**src/sv/sazoh_pkg.sv**
```systemverilog
// Shared types and constants for the rate-limited steering actuator.
// Holds the configuration layout, controller command and status words,
// and the fixed-point constants. Depends on nothing.
package sazoh_pkg;

	localparam int WORD_W     = 32;
	localparam int LIM_W      = 31;
	localparam int OPND_W     = 33;
	localparam int PROD_W     = 2 * OPND_W;
	localparam int CFG_IDX_W  = 3;
	localparam int CFG_DATA_W = 32;

	localparam int FRAC_BITS_DEF = 24;

	localparam logic signed [WORD_W-1:0] ANGLE_MIN_CODE = -32'sd6710886;
	localparam logic signed [WORD_W-1:0] ANGLE_MAX_CODE = 32'sd6710886;

	// Configuration register indexes.
	localparam logic [CFG_IDX_W-1:0] CFG_A00   = 3'd0;
	localparam logic [CFG_IDX_W-1:0] CFG_A01   = 3'd1;
	localparam logic [CFG_IDX_W-1:0] CFG_A10   = 3'd2;
	localparam logic [CFG_IDX_W-1:0] CFG_A11   = 3'd3;
	localparam logic [CFG_IDX_W-1:0] CFG_B0    = 3'd4;
	localparam logic [CFG_IDX_W-1:0] CFG_B1    = 3'd5;
	localparam logic [CFG_IDX_W-1:0] CFG_LIMIT = 3'd6;
	localparam logic [CFG_IDX_W-1:0] CFG_STEP  = 3'd7;

	// Reset values of the configuration registers.
	localparam logic signed [WORD_W-1:0] RST_COEF_ONE  = 32'sd16777216;
	localparam logic signed [WORD_W-1:0] RST_COEF_ZERO = 32'sd0;
	localparam logic [LIM_W-1:0]         RST_LIMIT     = 31'd16777216;
	localparam logic [LIM_W-1:0]         RST_STEP      = 31'd167772;

	typedef struct packed {
		logic signed [WORD_W-1:0] a00;
		logic signed [WORD_W-1:0] a01;
		logic signed [WORD_W-1:0] a10;
		logic signed [WORD_W-1:0] a11;
		logic signed [WORD_W-1:0] b0;
		logic signed [WORD_W-1:0] b1;
		logic [LIM_W-1:0]         rate_limit;
		logic [LIM_W-1:0]         step_time;
	} cfg_t;

	typedef enum logic [1:0] {
		BR_EXACT   = 2'd0,
		BR_PINNED  = 2'd1,
		BR_MIDSTEP = 2'd2
	} br_t;

	// Operand pair presented to the shared multiplier.
	typedef enum logic [3:0] {
		MS_A00_ANG,
		MS_A01_RATE,
		MS_B0_REQ,
		MS_A10_ANG,
		MS_A11_RATE,
		MS_B1_REQ,
		MS_RATE_DT,
		MS_FRAC_DT,
		MS_OMF_DT,
		MS_SUM_TACC,
		MS_LIM_TCON
	} mul_sel_t;

	// What the datapath does with the registered product.
	typedef enum logic [3:0] {
		ACC_NONE,
		ACC_CLR,
		ACC_ROW_A,
		ACC_ROW_R,
		ACC_ANG_INIT,
		ACC_ANG_EXACT,
		ACC_ANG_PIN,
		ACC_ANG_DACC,
		ACC_ANG_DCON,
		ACC_CAP_TACC,
		ACC_CAP_TCON
	} acc_op_t;

	typedef struct packed {
		logic     load_in;
		logic     mul_en;
		mul_sel_t mul_sel;
		acc_op_t  acc_op;
		logic     sat_en;
		logic     div_start;
		logic     br_en;
		br_t      br_val;
		logic     finish;
	} cmd_t;

	typedef struct packed {
		logic rate_ok;
		logic rate_sat;
		logic div_done;
		logic out_free;
	} sts_t;

	function automatic logic [OPND_W-1:0] sext33(input logic [WORD_W-1:0] v);
		return {v[WORD_W-1], v};
	endfunction

endpackage

```
**src/sv/sazoh_ctrl.sv**
```systemverilog
// Controller of the steering actuator: sequences the multiplier, the
// divider and the accumulators, one input word at a time.
// Depends on sazoh_pkg.
module sazoh_ctrl (
	input  logic            clk,
	input  logic            arst_n,
	input  logic            in_valid,
	output logic            in_stall,
	input  sazoh_pkg::sts_t sts,
	output sazoh_pkg::cmd_t cmd
);

	typedef enum logic [2:0] {
		S_IDLE,
		S_ROW,
		S_SAT,
		S_CLASS,
		S_PIN,
		S_DIV,
		S_MID,
		S_FIN
	} state_t;

	localparam logic [2:0] ROW_LAST   = 3'd6;
	localparam logic [2:0] ROW_A_LAST = 3'd3;
	localparam logic [2:0] MID_FRAC   = 3'd0;
	localparam logic [2:0] MID_OMF    = 3'd1;
	localparam logic [2:0] MID_SUM    = 3'd2;
	localparam logic [2:0] MID_LIM    = 3'd3;
	localparam logic [2:0] MID_LAST   = 3'd4;

	state_t     state_q;
	logic [2:0] step_q;

	assign in_stall = (state_q != S_IDLE);

	always_comb begin
		cmd         = '0;
		cmd.mul_sel = sazoh_pkg::MS_A00_ANG;
		cmd.acc_op  = sazoh_pkg::ACC_NONE;
		cmd.br_val  = sazoh_pkg::BR_EXACT;
		unique case (state_q)
			S_IDLE: begin
				cmd.load_in = in_valid;
				if (in_valid)
					cmd.acc_op = sazoh_pkg::ACC_CLR;
			end
			S_ROW: begin
				// Products are issued one step ahead of their accumulation.
				cmd.mul_en = (step_q != ROW_LAST);
				unique case (step_q)
					3'd0:    cmd.mul_sel = sazoh_pkg::MS_A00_ANG;
					3'd1:    cmd.mul_sel = sazoh_pkg::MS_A01_RATE;
					3'd2:    cmd.mul_sel = sazoh_pkg::MS_B0_REQ;
					3'd3:    cmd.mul_sel = sazoh_pkg::MS_A10_ANG;
					3'd4:    cmd.mul_sel = sazoh_pkg::MS_A11_RATE;
					default: cmd.mul_sel = sazoh_pkg::MS_B1_REQ;
				endcase
				if (step_q == '0)
					cmd.acc_op = sazoh_pkg::ACC_NONE;
				else if (step_q <= ROW_A_LAST)
					cmd.acc_op = sazoh_pkg::ACC_ROW_A;
				else
					cmd.acc_op = sazoh_pkg::ACC_ROW_R;
			end
			S_SAT: cmd.sat_en = 1'b1;
			S_CLASS: begin
				cmd.br_en = 1'b1;
				if (sts.rate_ok) begin
					cmd.br_val = sazoh_pkg::BR_EXACT;
					cmd.acc_op = sazoh_pkg::ACC_ANG_EXACT;
				end else if (sts.rate_sat) begin
					cmd.br_val  = sazoh_pkg::BR_PINNED;
					cmd.mul_en  = 1'b1;
					cmd.mul_sel = sazoh_pkg::MS_RATE_DT;
				end else begin
					cmd.br_val    = sazoh_pkg::BR_MIDSTEP;
					cmd.div_start = 1'b1;
					cmd.acc_op    = sazoh_pkg::ACC_ANG_INIT;
				end
			end
			S_PIN: cmd.acc_op = sazoh_pkg::ACC_ANG_PIN;
			S_DIV: ;
			S_MID: begin
				unique case (step_q)
					MID_FRAC: begin
						cmd.mul_en  = 1'b1;
						cmd.mul_sel = sazoh_pkg::MS_FRAC_DT;
					end
					MID_OMF: begin
						cmd.mul_en  = 1'b1;
						cmd.mul_sel = sazoh_pkg::MS_OMF_DT;
						cmd.acc_op  = sazoh_pkg::ACC_CAP_TACC;
					end
					MID_SUM: begin
						cmd.mul_en  = 1'b1;
						cmd.mul_sel = sazoh_pkg::MS_SUM_TACC;
						cmd.acc_op  = sazoh_pkg::ACC_CAP_TCON;
					end
					MID_LIM: begin
						cmd.mul_en  = 1'b1;
						cmd.mul_sel = sazoh_pkg::MS_LIM_TCON;
						cmd.acc_op  = sazoh_pkg::ACC_ANG_DACC;
					end
					default: cmd.acc_op = sazoh_pkg::ACC_ANG_DCON;
				endcase
			end
			S_FIN: cmd.finish = sts.out_free;
			default: ;
		endcase
	end

	always_ff @(posedge clk or negedge arst_n) begin
		if (!arst_n) begin
			state_q <= S_IDLE;
			step_q  <= '0;
		end else begin
			unique case (state_q)
				S_IDLE: begin
					if (in_valid) begin
						state_q <= S_ROW;
						step_q  <= '0;
					end
				end
				S_ROW: begin
					if (step_q == ROW_LAST)
						state_q <= S_SAT;
					else
						step_q <= step_q + 3'd1;
				end
				S_SAT: state_q <= S_CLASS;
				S_CLASS: begin
					if (sts.rate_ok)
						state_q <= S_FIN;
					else if (sts.rate_sat)
						state_q <= S_PIN;
					else
						state_q <= S_DIV;
				end
				S_PIN: state_q <= S_FIN;
				S_DIV: begin
					if (sts.div_done) begin
						state_q <= S_MID;
						step_q  <= '0;
					end
				end
				S_MID: begin
					if (step_q == MID_LAST)
						state_q <= S_FIN;
					else
						step_q <= step_q + 3'd1;
				end
				S_FIN: begin
					if (sts.out_free)
						state_q <= S_IDLE;
				end
				default: state_q <= S_IDLE;
			endcase
		end
	end

	a_div_done_waited: assert property (@(posedge clk) disable iff (!arst_n)
		sts.div_done |-> state_q == S_DIV)
		else $error("divider finished while the controller was not waiting");

	a_mid_after_div: assert property (@(posedge clk) disable iff (!arst_n)
		(state_q == S_MID && step_q == MID_FRAC) |-> $past(sts.div_done))
		else $error("mid-step products started before the fraction was ready");

endmodule

```
**config.mk**
```make
export PLATFORM = sky130hd
export DESIGN_NAME = sazoh_ctrl
export DESIGN_NICKNAME = d
export VERILOG_FILES = /design/src/sv/sazoh_pkg.sv /design/src/sv/sazoh_ctrl.sv
export SDC_FILE = /design/constraint.sdc
export NUM_CORES = 1
export LEC_CHECK = 0
export BUFFER_PORTS_ARGS = -buffer_cell sky130_fd_sc_hd__buf_2
export CORE_MARGIN = 3
export CORE_UTILIZATION = 44
export CTS_BUF_LIST = sky130_fd_sc_hd__clkbuf_8 sky130_fd_sc_hd__clkbuf_16
export CTS_CLUSTER_SIZE = 25
export DETAILED_ROUTE_END_ITERATION = 6
export PLACE_DENSITY = 0.85
export SYNTH_ARGS = -nofsm -noshare
export SYNTH_HDL_FRONTEND = slang
export SYNTH_SLANG_ARGS = --single-unit
```
**constraint.sdc**
```tcl
create_clock -name clk -period 1.55 [get_ports clk]
set_input_delay 0.155 -clock clk [delete_from_list [all_inputs] [get_ports clk]]
set_output_delay 0.155 -clock clk [all_outputs]
set_load 0.01 [all_outputs]
```
==> impl_metrics.tcl, run 1 <==
set metrics [dict create \
    synth_nets 113 \
    pin_count 24 \
    synth-edff-count 0 \
    worstEndpointType "output port" \
    flow.stopped_at "5_1_grt" \
    dpl_worst_slack_ns -0.1216 \
    fp.dieH_um 46.51 \
    grt_start_max_net_pins 11 \
    crit_endpoint "cmd[12]" \
    status "stopped before the end" \
    initial_core_util_pct 51.02 \
    syn_area_sq_um 721.9 \
    htree_levels 1 \
    rows 13 \
    clkSinkCount 6 \
    dpl_cell_area_sq_um 983.4 \
    syn_avg_cell_area_sq_um 7.148 \
    place_hpwl_mm 1.766 \
    synth_cell_type_count 37 \
    antenna_found_initial 0 \
    yosysWarnings 0 \
    ys_seq_area_share_pct 20.80 \
    synthFlopType "dfrtp_1" \
    numCtsBuffers 3 \
    first-error "[ERROR DPL-0033] detailed placement checks failed during check placement." \
    syn_inst 101 \
    die_x_um 46.51 \
    numPortBuffers 23 \
    ys_seq_elements 6 \
    cts.path.max_buffers 2 \
    cts_root_buf "clkbuf_8" \
    finalWeightedCongestion 0.8385 \
    async_reset_ff_share_pct 100.0 \
]
cell usage after synthesis (2+ instances only):
library cell	number	area, sq um
o21ai_0	3	15.01
buf_2	3	15.01
nand2b_1	3	18.77
dfrtp_1	6	150.1
o21ai_1	2	10.01
nand2_1	13	48.80
nor3_1	4	20.02
a21oi_1	7	35.03
o22ai_1	2	12.51
o31ai_1	2	15.01
nor2_1	16	60.06
mux2i_1	3	30.03
ha_1	5	62.56
o211ai_1	2	15.01
inv_1	7	26.28
nand3b_1	2	15.01
per-stage QoR:
stage | std cells | util, %
after CTS | 165 | 87.53
after detailed placement | 154 | 69.50
after global placement | 154 | 69.50
after floorplan | 101 | -
timing repair:
action	CTS
setup buffers	7
gates resized for setup	45
cloned	0
setup endpoints to repair	17
hold buffers	1
endpoints found under the hold margin	6
pin swaps	15
cell families after synthesis:
logic type      after synthesis  share of synthesized area (%)
buf+inv                      13                          7.798
mux                           4                          5.719
compound gates               29                          26.86
fa+ha+maj                     5                          8.666
flops                         6                          20.80
simple gates                 44                          30.16
==> run 2: changes to the inputs <==
- CORE_AREA: default -> 3 3 64 66
- CORE_MARGIN: 3 -> default
- CORE_UTILIZATION: 44 -> default
- CTS_BUF_LIST: sky130_fd_sc_hd__clkbuf_8 sky130_fd_sc_hd__clkbuf_16 -> default
- CTS_CLUSTER_SIZE: 25 -> default
- DIE_AREA: default -> 0 0 67 69
- PLACE_DENSITY: 0.85 -> default
- PLACE_DENSITY_LB_ADDON: default -> 0.15
- clock period: 1.55 -> 2.02 ns (I/O delays scaled with it)
==> run 2 against run 1 <==
  * The run now ends clean
  * Synthesized area stayed put
  * Synthesized cell count stayed put
==> impl_metrics.tcl, run 2 <==
set metrics [dict create \
    syn_area_sq_um 721.9 \
    die_x_um 67 \
    drive_above_1_share_pct 31.75 \
    cts.path.max_buffers 2 \
    end_kind "primary output" \
    maxCapViolCount 0 \
    crit_arrival_ns 1.72 \
    initial_core_util_pct 19.87 \
    met2_usage_pct 13.97 \
    post-route-period-util_pct 95.39 \
    place_hpwl_mm 1.715 \
    async_reset_ff_share_pct 100.0 \
    synth_top_area_share_pct 20.80 \
    r2r_end "step_q[2]" \
    use_met3_pct 2.117 \
    dr.pass1.iters 4 \
    viasPerCell 4.454 \
    path_class "flop to primary output" \
    whs_ns 0.3366 \
    ir_drop_mv 0.4954 \
    rows 22 \
    dp.cells 170 \
    synth_nets 113 \
    clk_latency_ns 0.21 \
    finalMaxSlewViolations 0 \
    antenna_found_initial 0 \
    tightestPinTransition_ns 0.3671 \
    skew_ns 0.001054 \
    largestRegisters "state_q x3, step_q x3" \
    worstReg2RegStart "step_q[0]" \
    syn_avg_cell_area_sq_um 7.148 \
    synth_area_leaders "dfrtp_1, ha_1, nor2_1" \
    fmax_mhz 519.0 \
    cts_tree "yes" \
    syn_to_final_growth_pct 34.84 \
    yosysWarnings 0 \
    r2r_slack_ns 0.26 \
    route.detailed.drc 0 \
    coreArea_sq_mm 0.003633 \
    crit_fanout 6 \
    grt_usage_pct 9.204 \
    htree_levels 1 \
    synth_top_area_cell "dfrtp_1" \
    drt_iter0_drc 56 \
    p_leak_nw 0.4625 \
    status "finished clean" \
    ys_seq_area_share_pct 20.80 \
    layout_common_cells "buf_2, nor2_1, nand2_1" \
    clk_pin_slew_ns 0.03 \
    busiest_layer "met2" \
    reg2reg_depth 6 \
    synthFlopType "dfrtp_1" \
    routedWlPerCell_um 12.02 \
    final.min_clock_period_ns 1.927 \
    p_per_area_mw_per_mm2 1465 \
    die-area_sq_mm 0.004623 \
    grt_pass1_wl_mm 3.484 \
    rsz0062_at_grt "true" \
    nFillCells 427 \
    grt_overflow_total 0 \
    finalHoldViolCount 0 \
    layout_commonest_cell "buf_2" \
    synth-edff-count 0 \
    numPortBuffers 23 \
    grt_pass1_vias 752 \
    stdcell_count 174 \
    startpoint_type "flop" \
    wl_mm 2.092 \
    synthTopCellsByCount "nor2_1, nand2_1, a21oi_1, inv_1, dfrtp_1" \
    fp.dieH_um 69 \
    diodes 0 \
    use_met1_pct 13.37 \
    numCtsBuffers 3 \
    grt_start_max_net_pins 15 \
    hp-class "primary input to asynchronous set/reset pin" \
    cts_root_buf "clkbuf_8" \
    multi_input_area_sq_um 541.8 \
    finalSetupViolCount 0 \
    cp-startpoint "step_q[0]" \
    syn_inst 101 \
    regArea_sq_um 152.6 \
    clkSinkCount 6 \
    final_nets 140 \
    pin_count 24 \
    slew_headroom_pct 75.36 \
    detail-route-antenna-nets 0 \
    finalWeightedCongestion 0.7922 \
    synth_cell_type_count 37 \
    num_vias 775 \
    worstPathRequired_ns 1.82 \
    ys_seq_elements 6 \
    yosysMostFrequentCell "nor2_1" \
]
[run 2: how the worst max path moves through the flow]
stage	endpoint	slack, ns	cells past startpoint
after floorplan	step_q[2]	0.41	6
final	cmd[12]	0.09	7
after CTS	cmd[12]	0.01	7
after global placement	cmd[12]	0.26	7
after detailed placement	step_q[2]	0.18	6
after global routing	cmd[12]	-0.007	7
[run 2: critical path: stages, from the launching register on]
cell and delay, ns:
dfrtp_2 0.43, inv_2 0.11, ha_2 0.23, nor2_1 0.07, o211ai_1 0.20, nor2_1 0.06, a211o_1 0.27, buf_2 0.14
[run 2: logic make-up after synthesis]
logic type               count (synthesis)  synth area share [%]
AO/OA/AOI/OAI                           29                 26.86
adder cells (fa/ha/maj)                  5                 8.666
buffers and inverters                   13                 7.798
flip-flops                               6                 20.80
multiplexers                             4                 5.719
AND/OR/NAND/NOR                         44                 30.16
[run 2: cell type report]
| cell class | instances | area share (%) |
|---|---|---|
| well taps | 48 | 6.170 |
| multi-input cells | 82 | 55.66 |
| flip-flops and latches | 6 | 15.68 |
| clock buffers | 3 | 4.242 |
| repair buffers | 27 | 15.17 |
| inverters | 8 | 3.085 |
[run 2: power breakdown]
part / internal, mW / switching (mW)
combinational: 0.426 / 0.547
clock: 0.127 / 0.0435
sequential: 0.171 / 0.111
[run 2: layer usage]
layer  wire length, um  up-vias
li1                  -      409
met1              1037      348
met2               950       18
met3               104        0
met4                 0        0
met5                 0        -
[run 2: metrics by stage]
step | setup slack (ns) | area [sq um] | setup TNS [ns] | power [mW] | utilization, %
global route | -0.006626 | 973.4 | -0.008754 | 1.574 | 26.79
finish | 0.09309 | 973.4 | 0 | 1.426 | 26.79
global placement | 0.2576 | 893.4 | 0 | 1.235 | 24.59
floorplan | 0.4108 | 721.9 | 0 | 0.9364 | -
detailed placement | 0.1845 | 893.4 | 0 | 1.221 | 24.59
CTS | 0.01108 | 949.7 | 0 | 1.409 | 26.14
[run 2: timing repair]
item	in CTS	in global routing
hold buffers	1	0
setup endpoints to repair	3	5
gates cloned	0	0
buffers inserted	0	0
pin swaps	0	0
gates resized for setup	2	7
hold endpoints to repair	6	0
Power figures use the tool's default switching activity.
