<file path="src/sv/sazoh_pkg.sv">
// Shared types and constants for the rate-limited steering actuator.
// Holds the configuration layout, controller command and status words,
// and the fixed-point constants. Depends on nothing.
package sazoh_pkg;

	localparam int WORD_W     = 32;
	localparam int LIM_W      = 31;
	localparam int OPND_W     = 33;
	localparam int PROD_W     = 2 * OPND_W;
	localparam int CFG_IDX_W  = 3;
	localparam int CFG_DATA_W = 32;

	localparam int FRAC_BITS_DEF = 24;

	localparam logic signed [WORD_W-1:0] ANGLE_MIN_CODE = -32'sd6710886;
	localparam logic signed [WORD_W-1:0] ANGLE_MAX_CODE = 32'sd6710886;

	// Configuration register indexes.
	localparam logic [CFG_IDX_W-1:0] CFG_A00   = 3'd0;
	localparam logic [CFG_IDX_W-1:0] CFG_A01   = 3'd1;
	localparam logic [CFG_IDX_W-1:0] CFG_A10   = 3'd2;
	localparam logic [CFG_IDX_W-1:0] CFG_A11   = 3'd3;
	localparam logic [CFG_IDX_W-1:0] CFG_B0    = 3'd4;
	localparam logic [CFG_IDX_W-1:0] CFG_B1    = 3'd5;
	localparam logic [CFG_IDX_W-1:0] CFG_LIMIT = 3'd6;
	localparam logic [CFG_IDX_W-1:0] CFG_STEP  = 3'd7;

	// Reset values of the configuration registers.
	localparam logic signed [WORD_W-1:0] RST_COEF_ONE  = 32'sd16777216;
	localparam logic signed [WORD_W-1:0] RST_COEF_ZERO = 32'sd0;
	localparam logic [LIM_W-1:0]         RST_LIMIT     = 31'd16777216;
	localparam logic [LIM_W-1:0]         RST_STEP      = 31'd167772;

	typedef struct packed {
		logic signed [WORD_W-1:0] a00;
		logic signed [WORD_W-1:0] a01;
		logic signed [WORD_W-1:0] a10;
		logic signed [WORD_W-1:0] a11;
		logic signed [WORD_W-1:0] b0;
		logic signed [WORD_W-1:0] b1;
		logic [LIM_W-1:0]         rate_limit;
		logic [LIM_W-1:0]         step_time;
	} cfg_t;

	typedef enum logic [1:0] {
		BR_EXACT   = 2'd0,
		BR_PINNED  = 2'd1,
		BR_MIDSTEP = 2'd2
	} br_t;

	// Operand pair presented to the shared multiplier.
	typedef enum logic [3:0] {
		MS_A00_ANG,
		MS_A01_RATE,
		MS_B0_REQ,
		MS_A10_ANG,
		MS_A11_RATE,
		MS_B1_REQ,
		MS_RATE_DT,
		MS_FRAC_DT,
		MS_OMF_DT,
		MS_SUM_TACC,
		MS_LIM_TCON
	} mul_sel_t;

	// What the datapath does with the registered product.
	typedef enum logic [3:0] {
		ACC_NONE,
		ACC_CLR,
		ACC_ROW_A,
		ACC_ROW_R,
		ACC_ANG_INIT,
		ACC_ANG_EXACT,
		ACC_ANG_PIN,
		ACC_ANG_DACC,
		ACC_ANG_DCON,
		ACC_CAP_TACC,
		ACC_CAP_TCON
	} acc_op_t;

	typedef struct packed {
		logic     load_in;
		logic     mul_en;
		mul_sel_t mul_sel;
		acc_op_t  acc_op;
		logic     sat_en;
		logic     div_start;
		logic     br_en;
		br_t      br_val;
		logic     finish;
	} cmd_t;

	typedef struct packed {
		logic rate_ok;
		logic rate_sat;
		logic div_done;
		logic out_free;
	} sts_t;

	function automatic logic [OPND_W-1:0] sext33(input logic [WORD_W-1:0] v);
		return {v[WORD_W-1], v};
	endfunction

endpackage

</file>
<file path="src/sv/sazoh_div.sv">
// Restoring divider, one quotient bit per cycle, for the mid-step fraction.
// Computes floor((num << FRAC_BITS) / den) for num < den.
// Depends on sazoh_pkg.
module sazoh_div #(
	parameter int FRAC_BITS = sazoh_pkg::FRAC_BITS_DEF
) (
	input  logic                              clk,
	input  logic                              arst_n,
	input  logic                              start,
	input  logic [sazoh_pkg::OPND_W-1:0]      num,
	input  logic [sazoh_pkg::OPND_W-1:0]      den,
	output logic                              done,
	output logic [FRAC_BITS-1:0]              quo
);

	localparam int CNT_W = $clog2(FRAC_BITS);
	localparam logic [CNT_W-1:0] CNT_LAST = CNT_W'(FRAC_BITS - 1);

	logic                          busy_q;
	logic                          done_q;
	logic [CNT_W-1:0]              cnt_q;
	logic [sazoh_pkg::OPND_W-1:0]  rem_q;
	logic [sazoh_pkg::OPND_W-1:0]  den_q;
	logic [FRAC_BITS-1:0]          quo_q;
	logic [sazoh_pkg::OPND_W:0]    trial;
	logic                          fits;
	logic [sazoh_pkg::OPND_W-1:0]  rem_nxt;

	always_comb begin
		trial   = {rem_q, 1'b0};
		fits    = trial >= {1'b0, den_q};
		rem_nxt = fits ? sazoh_pkg::OPND_W'(trial - {1'b0, den_q})
		               : trial[sazoh_pkg::OPND_W-1:0];
	end

	always_ff @(posedge clk or negedge arst_n) begin
		if (!arst_n) begin
			busy_q <= 1'b0;
			done_q <= 1'b0;
			cnt_q  <= '0;
		end else begin
			done_q <= 1'b0;
			if (start) begin
				busy_q <= 1'b1;
				cnt_q  <= '0;
			end else if (busy_q) begin
				cnt_q <= cnt_q + CNT_W'(1);
				if (cnt_q == CNT_LAST) begin
					busy_q <= 1'b0;
					done_q <= 1'b1;
				end
			end
		end
	end

	always_ff @(posedge clk) begin
		if (start) begin
			rem_q <= num;
			den_q <= den;
		end else if (busy_q) begin
			rem_q <= rem_nxt;
			quo_q <= {quo_q[FRAC_BITS-2:0], fits};
		end
	end

	assign done = done_q;
	assign quo  = quo_q;

	a_start_idle: assert property (@(posedge clk) disable iff (!arst_n)
		start |-> !busy_q)
		else $error("divider restarted while busy");

endmodule

</file>
<file path="src/sv/sazoh_dp.sv">
// Datapath of the steering actuator: state registers, shared multiplier,
// accumulators, saturation, clamp and the output word register.
// Depends on sazoh_pkg and sazoh_div.
module sazoh_dp #(
	parameter int FRAC_BITS = sazoh_pkg::FRAC_BITS_DEF
) (
	input  logic                             clk,
	input  logic                             arst_n,
	input  sazoh_pkg::cfg_t                  cfg,
	input  sazoh_pkg::cmd_t                  cmd,
	output sazoh_pkg::sts_t                  sts,
	input  logic signed [sazoh_pkg::WORD_W-1:0] angle_request,
	input  logic                             out_stall,
	output logic                             out_valid,
	output logic signed [sazoh_pkg::WORD_W-1:0] angle_out,
	output logic signed [sazoh_pkg::WORD_W-1:0] rate_out,
	output logic [1:0]                       branch,
	output logic                             angle_clamped
);

	localparam int W  = sazoh_pkg::WORD_W;
	localparam int OW = sazoh_pkg::OPND_W;
	localparam int PW = sazoh_pkg::PROD_W;
	localparam int ACC_W = PW - FRAC_BITS + 2;
	localparam logic [OW-1:0] ONE_Q = OW'(1) << FRAC_BITS;
	localparam logic signed [ACC_W-1:0] MIN_EXT = ACC_W'(sazoh_pkg::ANGLE_MIN_CODE);
	localparam logic signed [ACC_W-1:0] MAX_EXT = ACC_W'(sazoh_pkg::ANGLE_MAX_CODE);
	localparam logic signed [W-1:0] SAT_MIN = 32'sh8000_0000;
	localparam logic signed [W-1:0] SAT_MAX = 32'sh7FFF_FFFF;

	logic signed [W-1:0]     req_q;
	logic signed [W-1:0]     ang_q;
	logic signed [W-1:0]     rate_q;
	logic signed [W-1:0]     ex_a_q;
	logic signed [W-1:0]     ex_r_q;
	logic signed [OW-1:0]    op_a;
	logic signed [OW-1:0]    op_b;
	logic signed [PW-1:0]    prod_s1;
	logic signed [ACC_W-1:0] acc_a_q;
	logic signed [ACC_W-1:0] acc_r_q;
	logic signed [ACC_W-1:0] sh_f;
	logic signed [ACC_W-1:0] sh_f1;
	logic [sazoh_pkg::LIM_W-1:0] t_acc_q;
	logic [sazoh_pkg::LIM_W-1:0] t_con_q;
	sazoh_pkg::br_t          br_q;
	logic [OW-1:0]           abs_r0;
	logic [OW-1:0]           abs_exr;
	logic [OW-1:0]           lim_ext;
	logic [OW-1:0]           lim_sgn;
	logic [OW-1:0]           div_num;
	logic [OW-1:0]           div_den;
	logic                    pos;
	logic [FRAC_BITS-1:0]    quo;
	logic                    div_done;
	logic signed [W-1:0]     new_rate;
	logic signed [W-1:0]     clamp_angle;
	logic                    clamp_hit;
	logic                    out_valid_q;
	logic signed [W-1:0]     angle_out_q;
	logic signed [W-1:0]     rate_out_q;
	logic [1:0]              branch_q;
	logic                    clamped_q;

	function automatic logic signed [W-1:0] sat32(input logic signed [ACC_W-1:0] v);
		logic [ACC_W-W:0] hi;
		hi = v[ACC_W-1:W-1];
		if ((&hi) || !(|hi))
			return v[W-1:0];
		return v[ACC_W-1] ? SAT_MIN : SAT_MAX;
	endfunction

	// Magnitudes, the signed limit, divider operands, new rate and shifts.
	always_comb begin
		abs_r0  = rate_q[W-1] ? (OW'(0) - sazoh_pkg::sext33(rate_q))
		                      : sazoh_pkg::sext33(rate_q);
		abs_exr = ex_r_q[W-1] ? (OW'(0) - sazoh_pkg::sext33(ex_r_q))
		                      : sazoh_pkg::sext33(ex_r_q);
		lim_ext = {2'b00, cfg.rate_limit};
		pos     = !ex_r_q[W-1] && (ex_r_q != '0);
		lim_sgn = pos ? lim_ext : (OW'(0) - lim_ext);
		div_num = lim_ext - abs_r0;
		div_den = abs_exr - abs_r0;
		new_rate = (br_q == sazoh_pkg::BR_EXACT) ? ex_r_q : $signed(lim_sgn[W-1:0]);
		sh_f  = ACC_W'(prod_s1 >>> FRAC_BITS);
		sh_f1 = ACC_W'(prod_s1 >>> (FRAC_BITS + 1));
	end

	always_comb begin
		clamp_hit   = 1'b0;
		clamp_angle = acc_a_q[W-1:0];
		if (acc_a_q < MIN_EXT) begin
			clamp_hit   = 1'b1;
			clamp_angle = sazoh_pkg::ANGLE_MIN_CODE;
		end else if (acc_a_q > MAX_EXT) begin
			clamp_hit   = 1'b1;
			clamp_angle = sazoh_pkg::ANGLE_MAX_CODE;
		end
	end

	// Operand selection for the shared multiplier.
	always_comb begin
		op_a = '0;
		op_b = '0;
		unique case (cmd.mul_sel)
			sazoh_pkg::MS_A00_ANG: begin
				op_a = $signed(sazoh_pkg::sext33(cfg.a00));
				op_b = $signed(sazoh_pkg::sext33(ang_q));
			end
			sazoh_pkg::MS_A01_RATE: begin
				op_a = $signed(sazoh_pkg::sext33(cfg.a01));
				op_b = $signed(sazoh_pkg::sext33(rate_q));
			end
			sazoh_pkg::MS_B0_REQ: begin
				op_a = $signed(sazoh_pkg::sext33(cfg.b0));
				op_b = $signed(sazoh_pkg::sext33(req_q));
			end
			sazoh_pkg::MS_A10_ANG: begin
				op_a = $signed(sazoh_pkg::sext33(cfg.a10));
				op_b = $signed(sazoh_pkg::sext33(ang_q));
			end
			sazoh_pkg::MS_A11_RATE: begin
				op_a = $signed(sazoh_pkg::sext33(cfg.a11));
				op_b = $signed(sazoh_pkg::sext33(rate_q));
			end
			sazoh_pkg::MS_B1_REQ: begin
				op_a = $signed(sazoh_pkg::sext33(cfg.b1));
				op_b = $signed(sazoh_pkg::sext33(req_q));
			end
			sazoh_pkg::MS_RATE_DT: begin
				op_a = $signed(lim_sgn);
				op_b = $signed({2'b00, cfg.step_time});
			end
			sazoh_pkg::MS_FRAC_DT: begin
				op_a = $signed(OW'(quo));
				op_b = $signed({2'b00, cfg.step_time});
			end
			sazoh_pkg::MS_OMF_DT: begin
				op_a = $signed(ONE_Q - OW'(quo));
				op_b = $signed({2'b00, cfg.step_time});
			end
			sazoh_pkg::MS_SUM_TACC: begin
				op_a = $signed(abs_r0 + lim_ext);
				op_b = $signed({2'b00, t_acc_q});
			end
			sazoh_pkg::MS_LIM_TCON: begin
				op_a = $signed(lim_ext);
				op_b = $signed({2'b00, t_con_q});
			end
			default: begin
				op_a = '0;
				op_b = '0;
			end
		endcase
	end

	sazoh_div #(
		.FRAC_BITS(FRAC_BITS)
	) u_div (
		.clk   (clk),
		.arst_n(arst_n),
		.start (cmd.div_start),
		.num   (div_num),
		.den   (div_den),
		.done  (div_done),
		.quo   (quo)
	);

	always_comb begin
		sts.rate_ok  = abs_exr <= lim_ext;
		sts.rate_sat = abs_r0 >= lim_ext;
		sts.div_done = div_done;
		sts.out_free = !out_valid_q || !out_stall;
	end

	// Actuator state and output handshake.
	always_ff @(posedge clk or negedge arst_n) begin
		if (!arst_n) begin
			ang_q       <= '0;
			rate_q      <= '0;
			out_valid_q <= 1'b0;
		end else begin
			if (cmd.finish) begin
				ang_q       <= clamp_angle;
				rate_q      <= new_rate;
				out_valid_q <= 1'b1;
			end else if (!out_stall) begin
				out_valid_q <= 1'b0;
			end
		end
	end

	always_ff @(posedge clk) begin
		if (cmd.load_in)
			req_q <= angle_request;
		if (cmd.mul_en)
			prod_s1 <= op_a * op_b;
		if (cmd.sat_en) begin
			ex_a_q <= sat32(acc_a_q);
			ex_r_q <= sat32(acc_r_q);
		end
		if (cmd.br_en)
			br_q <= cmd.br_val;
		unique case (cmd.acc_op)
			sazoh_pkg::ACC_NONE: ;
			sazoh_pkg::ACC_CLR: begin
				acc_a_q <= '0;
				acc_r_q <= '0;
			end
			sazoh_pkg::ACC_ROW_A:     acc_a_q <= acc_a_q + sh_f;
			sazoh_pkg::ACC_ROW_R:     acc_r_q <= acc_r_q + sh_f;
			sazoh_pkg::ACC_ANG_INIT:  acc_a_q <= ACC_W'(ang_q);
			sazoh_pkg::ACC_ANG_EXACT: acc_a_q <= ACC_W'(ex_a_q);
			sazoh_pkg::ACC_ANG_PIN:   acc_a_q <= ACC_W'(ang_q) + sh_f;
			sazoh_pkg::ACC_ANG_DACC:  acc_a_q <= pos ? acc_a_q + sh_f1 : acc_a_q - sh_f1;
			sazoh_pkg::ACC_ANG_DCON:  acc_a_q <= pos ? acc_a_q + sh_f : acc_a_q - sh_f;
			sazoh_pkg::ACC_CAP_TACC:  t_acc_q <= sh_f[sazoh_pkg::LIM_W-1:0];
			sazoh_pkg::ACC_CAP_TCON:  t_con_q <= sh_f[sazoh_pkg::LIM_W-1:0];
			default: ;
		endcase
		if (cmd.finish) begin
			angle_out_q <= clamp_angle;
			rate_out_q  <= new_rate;
			branch_q    <= br_q;
			clamped_q   <= clamp_hit;
		end
	end

	assign out_valid     = out_valid_q;
	assign angle_out     = angle_out_q;
	assign rate_out      = rate_out_q;
	assign branch        = branch_q;
	assign angle_clamped = clamped_q;

	a_angle_range: assert property (@(posedge clk) disable iff (!arst_n)
		(ang_q >= sazoh_pkg::ANGLE_MIN_CODE) && (ang_q <= sazoh_pkg::ANGLE_MAX_CODE))
		else $error("stored steering angle left the clamp range");

	a_word_from_finish: assert property (@(posedge clk) disable iff (!arst_n)
		$rose(out_valid_q) |-> $past(cmd.finish))
		else $error("output word appeared without a finish command");

endmodule

</file>
<file path="config.mk">
export PLATFORM = sky130hd
export DESIGN_NAME = sazoh_dp
export DESIGN_NICKNAME = d
export VERILOG_FILES = /design/src/sv/sazoh_pkg.sv /design/src/sv/sazoh_div.sv /design/src/sv/sazoh_dp.sv
export SDC_FILE = /design/constraint.sdc
export NUM_CORES = 2
export LEC_CHECK = 0
export ABC_AREA = 1
export BUFFER_PORTS_ARGS = -buffer_cell sky130_fd_sc_hd__buf_2
export CORE_AREA = 2 2 542 544
export DETAILED_ROUTE_END_ITERATION = 8
export DIE_AREA = 0 0 544 546
export HOLD_SLACK_MARGIN = 0.02
export PLACE_DENSITY = 0.51
export SLEW_MARGIN = 15
export SYNTH_ARGS = -nofsm -noshare
export SYNTH_HDL_FRONTEND = slang
export SYNTH_SLANG_ARGS = --single-unit
</file>
<file path="constraint.sdc">
create_clock -name clk -period 34.2 [get_ports clk]
set_clock_uncertainty 0.15 [all_clocks]
set_input_delay 0 -clock clk [delete_from_list [all_inputs] [get_ports clk]]
set_output_delay 0 -clock clk [all_outputs]
set_load 0.02 [all_outputs]
</file>
* After elaboration in Yosys (flattened, before gate mapping)
Index checks and enable logic that the tools add are counted.
** Operators by class
- Reduce and logical (&&, ||, !) cells :: 24
- Bitwise logic cells :: 1
- $add $sub $neg :: 15
- Shift operators :: 0
- Mux-type cells :: 36
- Div/mod/pow operators :: 0
- Equal/unequal tests :: 22
- Order comparisons :: 5
- Multipliers :: 1
** Operators with widths (number)
- 33-bit one-hot mux with 11 select lines :: 1
- 44-bit one-hot mux with 7 select lines :: 1
- 32-bit 2-to-1 mux :: 9
- 33-bit 2-to-1 mux :: 6
- 33-bit one-hot mux with 6 select lines :: 1
- 44-bit by 42-bit adder with 44-bit output :: 2
- 44-bit 2-to-1 mux :: 2
- 44-bit one-hot mux with 2 select lines :: 1
- 33-bit by 33-bit multiplier with 66-bit output :: 1
- 1-bit by 32-bit subtractor with 33-bit output, first input constant :: 2
- 33-bit subtractor :: 2
- 44-bit by 41-bit adder with 44-bit output :: 1
- 44-bit by 24-bit greater-than comparator with 1-bit output, second input constant :: 1
- 44-bit by 24-bit < comparator with 1-bit output, second input constant :: 1
- 44-bit by 41-bit subtractor with 44-bit output :: 1
- 44-bit by 42-bit subtractor with 44-bit output :: 1
- 32-bit by 42-bit adder with 43-bit output :: 1
- 34-bit by 33-bit greater-or-equal comparator with 1-bit output :: 1
- 33-bit by 31-bit adder with 33-bit output :: 1
- 33-bit by 31-bit greater-or-equal comparator with 1-bit output :: 1
- 33-bit by 31-bit less-or-equal comparator with 1-bit output :: 1
- 31-bit by 33-bit subtractor with 33-bit output :: 1
- 4-bit by 3-bit == test with 1-bit output, second input constant :: 8
- 32-bit nonzero test :: 1
- other kinds (23) :: 56
** Word-level totals
- Bits in latches :: 0
- Memories :: 0
- Output and inout port bits :: 72
- Input bits :: 305
- Bits in read-only memories :: 0
- Bits in registers :: 543
- Bits in writable memories :: 0

* Longest topological paths before layout
- Depth after elaboration :: 6
- Mapped depth :: 60
- Gate-level depth less buffers :: 58

* Cells and area by module
A second synthesis with hierarchy kept.
** Unflattened totals
- Cell total of the unflattened synthesis :: 11682
- Area, all modules :: 88615.0 um^2
** By module, submodules not included
- sazoh_dp :: cells each 10783, sequential area each 12346.8 um^2, area an instance 81907.3 um^2, times used 1
- sazoh_div :: cells each 899, sequential area each 2877.8 um^2, area an instance 6707.7 um^2, times used 1

* Worst setup path before layout
No wires, ideal clock.
- Path kind :: flip-flop to flip-flop
- Start point :: register rate_q[0]
- End point :: register prod_s1[64], data pin
- Cell stages (with the launch flop) :: 55
- Clock period less this slack :: 10.919 ns
- Path buffers :: 2
- Arrival :: 10.517 ns
- Required time :: 33.798 ns
- Slack :: 23.281 ns
- Cells stage by stage :: dfrtp_1 > inv_1 > ha_1 > inv_1 > nor3_1 > inv_1 > nor3_1 > nand4_1 > nor3_1 > nand2_1 > nor3_1 > nand2_1 > nand2_1 > xor2_1 > inv_1 > ha_1 > buf_2 > nand2_1 > [... 19 more ...] > inv_1 > fa_1 > fa_1 > fa_1 > inv_1 > fa_1 > inv_1 > ha_1 > a21oi_1 > inv_1 > a31oi_1 > o21ai_0 > nand3_1 > o311ai_0 > a211oi_1 > nand2_1 > nand2_1 > nand2_1
** Between the ends
- Word-level cells in the longest chain between the ends :: 5
** Ends and longest elaborated chain
- start, declared :: RTL line sazoh_dp.sv:33 : logic signed [W-1:0] rate_q;
- start signal, assigned :: RTL line sazoh_dp.sv:184 : rate_q <= new_rate;
- 1-bit by 32-bit subtractor with 33-bit output :: RTL line sazoh_dp.sv:74 : abs_r0 = rate_q[W-1] ? (OW'(0) - sazoh_pkg::sext33(rate_q))
- 33-bit 2-to-1 mux :: RTL line sazoh_dp.sv:74
- 33-bit by 31-bit adder with 33-bit output :: RTL line sazoh_dp.sv:142 : op_a = $signed(abs_r0 + lim_ext);
- 33-bit one-hot mux with 11 select lines :: RTL line sazoh_dp.sv:104 : unique case (cmd.mul_sel)
- 33-bit by 33-bit multiplier with 66-bit output (*) :: RTL line sazoh_dp.sv:196 : prod_s1 <= op_a * op_b;
- end signal, assigned :: RTL line sazoh_dp.sv:196
- end, declared :: RTL line sazoh_dp.sv:38 : logic signed [PW-1:0] prod_s1;
Every way passes the cells marked *; elsewhere a longest branch is shown, timed or not.
A chain may end at the register's enable or synchronous reset.

* Worst setup path in the final report
- Start point :: register rate_q[0]
- End point :: register prod_s1[59], data pin
The elaborated chain is that of the path after synthesis.

==> flow_metrics.env <==
export IMPL_insertion_delay_ns=0.71
export IMPL_cts_max_level=3
export IMPL_rr_startpoint="rate_q[0]$_DFFE_PN0P_"
export IMPL_placed_cell_area_um2=93900
export IMPL_rows=199
export IMPL_fin_crit_sh_pct=39.1
export IMPL_vias=81100
export IMPL_ys_ff_latch=519
export IMPL_area_delta_synth_final_pct=11.8
export IMPL_critPathMaxStageDelay_ns=0.69
export IMPL_crit_type="flop to flop"
export IMPL_fin_crit_ns=13.36
export IMPL_ys_dominant_reg_cell="edfxtp_1"
export IMPL_synth_distinct_cells=80
export IMPL_drtPass1Iterations=6
export IMPL_core_area_um2=292000
export IMPL_hold_start="cmd[8]"
export IMPL_rsz0062_at_grt="no"
export IMPL_yosysWarnings=0
export IMPL_ant_nets=0
export IMPL_fillers=31800
export IMPL_setup_violations=0
export IMPL_path_clk_slew_ns=0.07
export IMPL_ys_top_cells_by_count="inv_1 (2,325), nand2_1 (2,189), fa_1 (1,154)"
export IMPL_antenna_found_initial=32
export IMPL_cts_root_buffer="clkbuf_16"
export IMPL_synth_compound_area_share_pct=13.0
export IMPL_dp_hpwl_um=335000
export IMPL_synth_top_area_cell="fa_1"
export IMPL_final_area_um2=97200
export IMPL_critPathSlowestCell="fa_1"
export IMPL_syn_area_um2=87000
export IMPL_via_per_inst=5.17
export IMPL_cp_start_kind="flop"
export IMPL_dp_cells=15500
export IMPL_grt_pass1_vias=80100
export IMPL_finalNonFillerCells=15700
export IMPL_yosysSeqAreaShare_pct=17.5
export IMPL_die_h_um=546
export IMPL_synth_simple_area_share_pct=19.4
export IMPL_worst_r2r_endpoint="prod_s1[59]$_DFFE_PP_"
export IMPL_synth_async_sr_flop_share_pct=13.9
export IMPL_tns_ns=0
export IMPL_floorplan_initialDensity_pct=29.8
export IMPL_worst_path_max_fanout=26
export IMPL_track_usage_pct=26.8
export IMPL_finalWirelength_um=404000
export IMPL_hold_viol_final=0
export IMPL_r2r_cells=52
export IMPL_cts_buffers=69
export IMPL_synth_edf_count=447
export IMPL_synth_area_mux_share_pct=0
export IMPL_synth_cells=11300
export IMPL_grt_start_max_net_pins=100
export IMPL_synth_most_common_cell="inv_1"
export IMPL_max_cap_violations=0
export IMPL_ios=377
export IMPL_io_buffer_count=376
export IMPL_synth_xor_area_share_pct=2.96
export IMPL_clock_fmax_ghz=0.0748
export IMPL_gp_congestion=1.02
export IMPL_hold_path_class="input pin to flop"
export IMPL_drc=0
export IMPL_layout_nets=13700
export IMPL_cts_sinks=519
export IMPL_reg2reg_setup_slack_ns=20.84
export IMPL_synth_nets=13400
export IMPL_cts_tree="yes"
export IMPL_cp_common_cell="nand2_1"
export IMPL_hold_end="acc_a_q[4]$_DFFE_PP_"
export IMPL_synth_area_leaders="fa_1 (27%), edfxtp_1 (15%), inv_1 (10%)"
export IMPL_grt_overflow_total=0
export IMPL_slew_viol_final=0
export IMPL_arrival_ns=13.64
export IMPL_postCtsSetupBuffers=0
export IMPL_drt_iter0_markers=8032
export IMPL_synth_top_area_share_pct=26.6
export IMPL_cp_end_kind="flop"
export IMPL_slew_headroom_pct=17.6
export IMPL_outcome="finished clean"
export IMPL_chipWidth_um=544
export IMPL_drive_gt1_share_pct=7.48
export IMPL_worst_slew_pin_slew_ns=1.23
export IMPL_avgSynthCellArea_um2=7.66
export IMPL_holdPathStages=7
export IMPL_grt_pass1_wl_um=576000
export IMPL_synthAdderAreaFrac_pct=35.1
export IMPL_synth_top_family_by_area="adder cells"
export IMPL_clock_path_buffers=3
export IMPL_wl_per_cell_um=25.7
export IMPL_cp_required_ns=34.47
export IMPL_die_area_um2=297000
per-stage QoR:
step / util, % / hold WS (ns) / worst slack [ns]
floorplan: - / -0.446 / 23.28
global placement: 32.1 / -0.242 / 21.04
detailed placement: 32.1 / -0.248 / 20.94
CTS: 33.3 / 0.0506 / 20.94
global route: 33.3 / 0.123 / 19.95
finish: 33.3 / 0.0905 / 20.84
per-layer routing:
layer | global-route usage (%) | part of all wire [%] | vias to the layer above
met1 | 34.4 | 41 | 40200
met2 | 43.4 | 46 | 3538
met5 | 0 | 0.025 | -
met3 | 3.54 | 6.8 | 721
li1 | - | - | 36600
met4 | 15.0 | 6.5 | 14
sequential cells by signal, summed over array words and instances (netlist names):
| name | flops |
|---|---|
| branch | 2 |
| br_q | 2 |
| t_con_q | 31 |
| u_div.done | 1 |
| t_acc_q | 31 |
| u_div.rem_q | 33 |
| ang_q | 32 |
| rate_out | 32 |
| u_div.cnt_q | 5 |
| u_div.quo | 24 |
| acc_a_q | 44 |
| rate_q | 32 |
| acc_r_q | 44 |
| angle_out | 32 |
| u_div.den_q | 33 |
| u_div.busy_q | 1 |
| angle_clamped | 1 |
| ex_a_q | 32 |
| out_valid | 1 |
| ex_r_q | 32 |
| req_q | 32 |
| prod_s1 | 42 |
cells by family (layout without fill, tap and decap cells):
| kind of cell | count (synthesis) | in the layout |
|---|---|---|
| fa+ha+maj | 1745 | 1745 |
| buf+inv | 2748 | 3147 |
| flops | 519 | 519 |
| simple gates | 4069 | 4069 |
| xor+xnor | 294 | 294 |
| compound gates | 1972 | 1972 |
| other cells | 0 | 21 |
critical path, delay by kind of cell (launching register included):
family / cells / cell delay [ns]
xor gates and xnor gates: 1 / 0.30
buffers and inverters: 11 / 1.93
and+or+nand+nor: 22 / 3.02
DFF: 1 / 0.44
AOI/OAI and AO/OA: 7 / 1.63
adders and majority gates: 11 / 5.57
worst max-delay path by stage:
stage                                      from                    end  slack (ns)  depth (start not counted)
after floorplan           rate_q[0]$_DFFE_PN0P_  prod_s1[64]$_DFFE_PP_       23.28                         54
after global placement    rate_q[0]$_DFFE_PN0P_  prod_s1[64]$_DFFE_PP_       21.04                         51
after detailed placement  rate_q[0]$_DFFE_PN0P_  prod_s1[59]$_DFFE_PP_       20.94                         52
after CTS                 rate_q[0]$_DFFE_PN0P_  prod_s1[59]$_DFFE_PP_       20.94                         52
after global routing      rate_q[0]$_DFFE_PN0P_  prod_s1[59]$_DFFE_PP_       19.95                         52
final                     rate_q[0]$_DFFE_PN0P_  prod_s1[59]$_DFFE_PP_       20.84                         52
final cells by class:
type	count	area (um2)	area share, %
antenna	21	52.6	0.0541
clock inverter	49	623	0.641
inverter	2374	8910	9.17
timing repair buffer	647	4140	4.26
clock buffer	77	1800	1.85
tap	3919	4900	5.04
multi-input combinational	8080	61600	63.3
sequential	519	15200	15.7
repair_timing:
action,CTS,global route
hold buffers,86,0
hold endpoints to repair,318,0
gates resized for setup,0,0
placed cells by master (no fill, tap or decap), drive strengths merged, types with 39 or more instances in the layout:
cell type	synthesis	routed
a21oi	724	724
a221oi	39	39
a31oi	70	70
buf	123	560
clkbuf	251	78
dfrtp	72	72
dlygate4sd3	0	86
edfxtp	447	447
fa	1154	1154
ha	591	591
inv	2368	2375
nand2	2195	2195
nand3	323	323
nand4	114	114
nor2	1145	1145
nor3	122	122
nor4	74	74
o211ai	51	51
o21a	52	52
o21ai	737	737
o21bai	39	39
or2	50	50
xnor2	62	62
xor2	232	232
Power is left out: the tool's default activity adds up to more than one toggle a clock period on the data nets, which glitch-free logic cannot reach.
